<file path="config.mk">
export PLATFORM = sky130hd
export DESIGN_NAME = thumb_shift_logic_alu_unit
export DESIGN_NICKNAME = d
export VERILOG_FILES = /design/src/tsla_pkg.sv /design/src/tsla_alu.sv /design/src/thumb_shift_logic_alu_unit.sv
export SDC_FILE = /design/constraint.sdc
export NUM_CORES = 1
export LEC_CHECK = 0
export ABC_AREA = 1
export CELL_PAD_IN_SITES_DETAIL_PLACEMENT = 1
export CELL_PAD_IN_SITES_GLOBAL_PLACEMENT = 2
export CORE_MARGIN = 5
export CORE_UTILIZATION = 35
export CTS_BUF_LIST = sky130_fd_sc_hd__clkbuf_8 sky130_fd_sc_hd__clkbuf_16
export DETAILED_ROUTE_END_ITERATION = 10
export DONT_BUFFER_PORTS = 1
export GPL_ROUTABILITY_DRIVEN = 0
export GPL_TIMING_DRIVEN = 0
export PLACE_DENSITY_LB_ADDON = 0.25
export SLEW_MARGIN = 25
export SYNTH_ARGS = -nofsm -noshare
export SYNTH_HDL_FRONTEND = slang
export SYNTH_SLANG_ARGS = --single-unit
</file>
<file path="constraint.sdc">
create_clock -name aclk -period 5.6 [get_ports aclk]
set_clock_uncertainty 0.05 [all_clocks]
set_input_delay 0.56 -clock aclk [delete_from_list [all_inputs] [get_ports aclk]]
set_output_delay 0.56 -clock aclk [all_outputs]
set_load 0.02 [all_outputs]
</file>
<file path="src/tsla_pkg.sv">
// Shared types and operation codes for the Thumb shift/logic ALU.
// No dependencies; every other file imports this package.
package tsla_pkg;

    localparam int DataWidth = 32;
    localparam int OpWidth   = 4;

    localparam logic [OpWidth-1:0] OP_LSLS  = 4'd0;
    localparam logic [OpWidth-1:0] OP_LSRS  = 4'd1;
    localparam logic [OpWidth-1:0] OP_ASRS  = 4'd2;
    localparam logic [OpWidth-1:0] OP_RORS  = 4'd3;
    localparam logic [OpWidth-1:0] OP_BICS  = 4'd4;
    localparam logic [OpWidth-1:0] OP_MVNS  = 4'd5;
    localparam logic [OpWidth-1:0] OP_CMN   = 4'd6;
    localparam logic [OpWidth-1:0] OP_CMP   = 4'd7;
    localparam logic [OpWidth-1:0] OP_RSBS  = 4'd8;
    localparam logic [OpWidth-1:0] OP_REV   = 4'd9;
    localparam logic [OpWidth-1:0] OP_REV16 = 4'd10;
    localparam logic [OpWidth-1:0] OP_REVSH = 4'd11;
    localparam logic [OpWidth-1:0] OP_TST   = 4'd12;

    // Field widths of the stream words
    localparam int InDataBits  = OpWidth + 2 * DataWidth;
    localparam int InDataBytes = (InDataBits + 7) / 8;
    localparam int OutDataBits = DataWidth + 5;
    localparam int OutDataBytes = (OutDataBits + 7) / 8;

    typedef struct packed {
        logic n;
        logic z;
        logic c;
        logic v;
    } flags_t;

    typedef struct packed {
        logic [DataWidth-1:0] result;
        logic                 writes_result;
        flags_t               flags;
    } alu_out_t;

endpackage

</file>
<file path="src/tsla_alu.sv">
// Combinational datapath: shifter, logic unit, adder and byte reversal.
// Depends on tsla_pkg for operation codes and the flag/result structs.
module tsla_alu
    import tsla_pkg::*;
(
    input  logic [OpWidth-1:0]   operation,
    input  logic [DataWidth-1:0] operand_a,
    input  logic [DataWidth-1:0] operand_b,
    input  flags_t               flags_in,
    output alu_out_t             alu_out
);

    logic [7:0]           amount;
    logic [4:0]           amount_lo;
    logic                 amount_zero;
    logic                 amount_lt32;
    logic                 amount_eq32;
    logic [DataWidth:0]   shl_wide;
    logic [DataWidth:0]   shr_wide;
    logic [DataWidth:0]   asr_wide;
    logic [2*DataWidth-1:0] ror_wide;
    logic [DataWidth-1:0] add_x;
    logic [DataWidth-1:0] add_y;
    logic                 add_cin;
    logic [DataWidth:0]   add_sum;

    assign amount      = operand_b[7:0];
    assign amount_lo   = amount[4:0];
    assign amount_zero = (amount == 8'd0);
    assign amount_lt32 = (amount[7:5] == 3'd0);
    assign amount_eq32 = (amount == 8'd32);

    // Extra bit beyond the word catches the last bit shifted out
    assign shl_wide = {1'b0, operand_a} << amount_lo;
    assign shr_wide = {operand_a, 1'b0} >> amount_lo;
    assign asr_wide = $unsigned($signed({operand_a, 1'b0}) >>> amount_lo);
    assign ror_wide = {operand_a, operand_a} >> amount_lo;

    always_comb begin
        add_x   = operand_a;
        add_y   = operand_b;
        add_cin = 1'b0;
        case (operation)
            OP_CMP: begin
                add_y   = ~operand_b;
                add_cin = 1'b1;
            end
            OP_RSBS: begin
                add_x   = ~operand_a;
                add_y   = '0;
                add_cin = 1'b1;
            end
            default: begin
            end
        endcase
    end

    assign add_sum = {1'b0, add_x} + {1'b0, add_y} + {{DataWidth{1'b0}}, add_cin};

    always_comb begin
        logic [DataWidth-1:0] r;
        logic                 wr;
        logic                 set_nz;
        flags_t               f;
        r      = '0;
        wr     = 1'b1;
        set_nz = 1'b1;
        f      = flags_in;
        case (operation)
            OP_LSLS: begin
                if (amount_zero) begin
                    r = operand_a;
                end else if (amount_lt32) begin
                    r   = shl_wide[DataWidth-1:0];
                    f.c = shl_wide[DataWidth];
                end else begin
                    r   = '0;
                    f.c = amount_eq32 & operand_a[0];
                end
            end
            OP_LSRS: begin
                if (amount_zero) begin
                    r = operand_a;
                end else if (amount_lt32) begin
                    r   = shr_wide[DataWidth:1];
                    f.c = shr_wide[0];
                end else begin
                    r   = '0;
                    f.c = amount_eq32 & operand_a[DataWidth-1];
                end
            end
            OP_ASRS: begin
                if (amount_zero) begin
                    r = operand_a;
                end else if (amount_lt32) begin
                    r   = asr_wide[DataWidth:1];
                    f.c = asr_wide[0];
                end else begin
                    r   = {DataWidth{operand_a[DataWidth-1]}};
                    f.c = operand_a[DataWidth-1];
                end
            end
            OP_RORS: begin
                if (amount_zero) begin
                    r = operand_a;
                end else begin
                    r   = ror_wide[DataWidth-1:0];
                    f.c = r[DataWidth-1];
                end
            end
            OP_BICS: r = operand_a & ~operand_b;
            OP_MVNS: r = ~operand_a;
            OP_CMN, OP_CMP, OP_RSBS: begin
                r   = add_sum[DataWidth-1:0];
                f.c = add_sum[DataWidth];
                f.v = ~(add_x[DataWidth-1] ^ add_y[DataWidth-1])
                    & (add_x[DataWidth-1] ^ r[DataWidth-1]);
                wr  = (operation == OP_RSBS);
            end
            OP_REV: begin
                r      = {operand_a[7:0], operand_a[15:8], operand_a[23:16], operand_a[31:24]};
                set_nz = 1'b0;
            end
            OP_REV16: begin
                r      = {operand_a[23:16], operand_a[31:24], operand_a[7:0], operand_a[15:8]};
                set_nz = 1'b0;
            end
            OP_REVSH: begin
                r      = {{16{operand_a[7]}}, operand_a[7:0], operand_a[15:8]};
                set_nz = 1'b0;
            end
            OP_TST: begin
                r  = operand_a & operand_b;
                wr = 1'b0;
            end
            default: begin
                r      = '0;
                wr     = 1'b0;
                set_nz = 1'b0;
            end
        endcase
        if (set_nz) begin
            f.n = r[DataWidth-1];
            f.z = (r == '0);
        end
        alu_out.result        = r;
        alu_out.writes_result = wr;
        alu_out.flags         = f;
    end

endmodule

</file>
<file path="src/thumb_shift_logic_alu_unit.sv">
// Top level of the Thumb shift/logic ALU: stream ports, operand and result
// registers, and the stored condition flags. Depends on tsla_pkg, tsla_alu.
//
//  channel  | dir | tdata fields (low bit first)
//  ---------+-----+----------------------------------------------------------
//  s_axis   | in  | operation[3:0], operand_a[35:4], operand_b[67:36], pad
//  m_axis   | out | result[31:0], writes_result, flag_n, flag_z, flag_c, flag_v
//
// One transaction per clock sustained while m_tready is high; an accepted input
// passes through the operand register, then the result register.
// The flags loop closes through the single ALU stage, so dependent items
// run back to back. aresetn (sync, active low) clears valids and flags.
// A stalled result holds the ALU stage; input is still taken while the
// operand register is empty.
module thumb_shift_logic_alu_unit
    import tsla_pkg::*;
(
    input  logic                      aclk,
    input  logic                      aresetn,
    input  logic                      s_tvalid,
    output logic                      s_tready,
    // operation[3:0], operand_a[35:4], operand_b[67:36], zero pad
    input  logic [8*InDataBytes-1:0]  s_tdata,
    output logic                      m_tvalid,
    input  logic                      m_tready,
    // result[31:0], writes_result[32], flag_n[33], flag_z[34], flag_c[35],
    // flag_v[36], zero pad
    output logic [8*OutDataBytes-1:0] m_tdata
);

    logic                 in_valid_reg;
    logic [OpWidth-1:0]   op_reg;
    logic [DataWidth-1:0] a_reg;
    logic [DataWidth-1:0] b_reg;
    logic                 out_valid_reg;
    alu_out_t             out_reg;
    flags_t               flags_reg;
    flags_t               flags_next;
    alu_out_t             alu_out;
    logic                 advance;

    // Result register free or emptying this cycle
    assign advance  = !out_valid_reg || m_tready;
    assign s_tready = !in_valid_reg || advance;

    tsla_alu u_alu (
        .operation (op_reg),
        .operand_a (a_reg),
        .operand_b (b_reg),
        .flags_in  (flags_reg),
        .alu_out   (alu_out)
    );

    assign flags_next = (in_valid_reg && advance) ? alu_out.flags : flags_reg;

    always_ff @(posedge aclk) begin
        if (!aresetn) begin
            in_valid_reg  <= 1'b0;
            out_valid_reg <= 1'b0;
            flags_reg     <= '0;
        end else begin
            flags_reg <= flags_next;
            if (s_tready) begin
                in_valid_reg <= s_tvalid;
            end
            if (advance) begin
                out_valid_reg <= in_valid_reg;
            end
        end
    end

    always_ff @(posedge aclk) begin
        if (s_tvalid && s_tready) begin
            op_reg <= s_tdata[OpWidth-1:0];
            a_reg  <= s_tdata[OpWidth+DataWidth-1:OpWidth];
            b_reg  <= s_tdata[OpWidth+2*DataWidth-1:OpWidth+DataWidth];
        end
        if (advance && in_valid_reg) begin
            out_reg <= alu_out;
        end
    end

    assign m_tvalid = out_valid_reg;
    assign m_tdata  = {{(8*OutDataBytes-OutDataBits){1'b0}},
                       out_reg.flags.v, out_reg.flags.c, out_reg.flags.z, out_reg.flags.n,
                       out_reg.writes_result, out_reg.result};

    // Flags change only when an item leaves the ALU stage
    a_flags_hold: assert property (@(posedge aclk) disable iff (!aresetn)
        !(in_valid_reg && advance) |=> $stable(flags_reg))
        else $error("flags changed without an item passing the ALU");

    // The presented result carries the current stored flags
    a_flags_match: assert property (@(posedge aclk) disable iff (!aresetn)
        m_tvalid |-> (out_reg.flags == flags_reg))
        else $error("result flags differ from stored flags");

    // An empty operand register always takes input
    a_ready_empty: assert property (@(posedge aclk) disable iff (!aresetn)
        !in_valid_reg |-> s_tready)
        else $error("input stalled with empty operand register");

    // A new result only appears from a valid operand stage
    a_out_source: assert property (@(posedge aclk) disable iff (!aresetn)
        $rose(m_tvalid) |-> $past(in_valid_reg))
        else $error("result valid without an operand in flight");

endmodule
</file>
==> impl_metrics.tcl <==
set metrics [dict create \
    grt_start_max_net_pins 56 \
    grt_pass1_vias 16823 \
    area_delta_synth_final_pct 7.41 \
    synth_seq_area_share_pct 24.2 \
    numCtsBuffers 9 \
    synth_seq_cells 111 \
    outcome "complete, no violations" \
    cts_tree "done" \
    dieHeight_um 207 \
    cts_buffer_depth 2 \
    syn_inst 2226 \
    whs_path_depth 0 \
    slew_violations 0 \
    placed_area_um2 14200 \
    synth.distinct_cells 56 \
    dp.cells 2747 \
    critPathSlowestCell "nor4_1" \
    clkLatencyLatePin_ps 410 \
    max_stage_delay_ps 730 \
    relSlewSlack_pct 28.2 \
    synth_edf_count 105 \
    max_freq_ghz 0.189 \
    cp_top_family "simple AND/OR/NAND/NOR gates" \
    yosysTopAreaCellShare_pct 23.3 \
    cts.clk_slew.worst_paths_ps 90 \
    nNetsFinal 2349 \
    p_leak_nw 6.79 \
    drtAntennaViolNets 0 \
    cp_max_fo 10 \
    grt_overflow 0 \
    setup.worst_path.end_class "flop" \
    hold_viol 0 \
    cpMostUsedCell "nand2_1" \
    num_vias 17128 \
    r2r_cells 24 \
    final_util_pct 37.8 \
    root_buffer "clkbuf_16" \
    core.rowCount 72 \
    drtPass1Iterations 6 \
    io_pins 118 \
    yosysMostFrequentCell "nand2_1" \
    finish.instance_area_um2 14600 \
    post-cts-setup-buffers 0 \
    diodes 0 \
    grt_first_pass_wirelength_mm 114 \
    netlist.top_cell.by_area "edfxtp_1" \
    synth-main-ff-cell "edfxtp_1" \
    p_per_area_nw_per_um2 212 \
    syn_area_um2 13500 \
    path_class "flop to flop" \
    wl_per_cell_um 28.7 \
    required_ps 5900 \
    fin_tns_setup_ps 0 \
    synthTopCellsByCount "nand2_1, nand3_1, inv_1" \
    globalRouteTotalUtil_pct 36.6 \
    largest_reg_flops 37 \
    rsz0062_at_grt "no" \
    n_fill_cell 5216 \
    start_util_pct 35.2 \
    core_um2 38500 \
    drv_cap 0 \
    grt_antenna_before_repair 0 \
    vdd_ir_drop_max_v 0.000187 \
    cts.sinks 111 \
    worst-path-buf-inv 5 \
    synth_area_leaders "edfxtp_1, nand2_1, nand3_1" \
    dp_hpwl_mm 64.6 \
    fin_crit_ps 5280 \
    setup_viol 0 \
    numPortBuffers 0 \
    yosys_warnings 0 \
    worstSetupStartpointType "flop" \
    cp.depth 24 \
    drt_iter0_markers 1926 \
    drive_gt1_share_pct 7.75 \
    cp_cell_sequence "buf_4, nor2_4, inv_2, nor2_4, nor2_1, clkbuf_2, o21ai_0, fa_1, fa_1, inv_1, nand3_1, nand3_1, nand2_1, nand2_1, a21oi_1, nor4_1, nand3b_1, nor2_1, nand2_1, nor2_1, nand3_2, nand3_2, nand2_1, inv_1" \
    synthArstFlopShare_pct 0 \
    drc 0 \
    drt-total-wl_mm 79.3 \
    die-area_um2 42700 \
    avgSynthCellArea_um2 6.09 \
    finalNonFillerCells 2763 \
    tightest_slew_ps 1080 \
    cp_data_arrival_time_ps 5580 \
    ctsHtreeMaxLevel 3 \
    via_per_inst 6.20 \
    die_w_um 207 \
    hold_class "primary input to flop" \
    finalCritPeriodShare_pct 94.3 \
]
-- what timing repair did --
action	CTS	global route
endpoints found under the setup margin	0	2
hold buffers	0	0
resized for setup	0	3
-- path summary, 6_finish.rpt --
kind	start	to	slack (ps)
worst max-delay path	op_reg[1]	flags_reg[2]	320
worst min register to register	flags_reg[0]	flags_reg[0]	530
worst max register to register	op_reg[1]	flags_reg[2]	320
worst min-delay path	s_tdata[39]	b_reg[3]	190
-- cells by family (layout without fill, tap and decap cells) --
group | Yosys count | count (layout) | synth area share (%)
flops | 111 | 111 | 24.2
fa+ha+maj | 33 | 33 | 3.16
buf+inv | 295 | 312 | 9.23
compound gates | 348 | 348 | 14.4
simple gates | 1379 | 1379 | 45.2
other cells | 1 | 3 | 0.0277
xor+xnor | 59 | 59 | 3.81
-- metal layers --
metal / global-route usage [%] / vias to the layer above / share of wire (%)
met5: 0 / - / 0
met4: 22.3 / 0 / 7.3
met3: 7.95 / 265 / 9.4
li1: - / 7523 / -
met1: 45.7 / 8314 / 39
met2: 57.8 / 1026 / 44
-- power breakdown --
group	switching [W]	total (W)	internal [W]
sequential	0.0000957	0.00107	0.000979
clock	0.000359	0.000703	0.000344
combinational	0.000962	0.00130	0.000341
-- cells in the final DEF (no fill, tap or decap), drive strengths merged --
cell type and n:
nand2 725, nand3 420, inv 178, o21ai 157, nor2 155, a21oi 116, edfxtp 105, buf 76
clkbuf 53, xor2 48, ha 31, nand4 30, o22ai 23, nor3 22, xnor2 11, or2 11
nand3b 9, o21bai 7, o21a 7, o2111ai 7, o211ai 7, dfxtp 6, o221ai 5, clkinv 5
a21boi 4, and2 4, a211oi 4, nor4 3, a22oi 3, o31ai 3, conb 3, fa 2
a221oi 1, a21o 1, o211a 1, o41ai 1, a31oi 1
-- worst reg2reg max path, delay by kind of cell (launching register included) --
kind            cells  cell delay, ps
flops               1             340
simple gates       15            2690
fa+ha+maj           2             940
buf+inv             5             860
compound gates      2             350
-- metrics by stage --
step / hold slack [ps] / total power [W] / setup slack (ps)
after global placement: 486 / 0.00232 / 242
final: 190 / 0.00308 / 320
after floorplan: 468 / 0.00185 / 1510
after detailed placement: 529 / 0.00234 / 192
after global routing: 173 / 0.00322 / 81.4
after CTS: 173 / 0.00305 / 168
-- area by class of cell --
type	count	area, um^2	share of cell area (%)
inverters	177	673	4.63
repair buffers	1	27.5	0.189
clock inverters	6	65.1	0.447
well taps	518	648	4.45
flip-flops and latches	111	3270	22.5
clock buffers	10	250	1.72
plain buffers	118	583	4.01
multi-input cells	1822	9030	62.1
No activity file was read; power rests on OpenSTA's default activity.
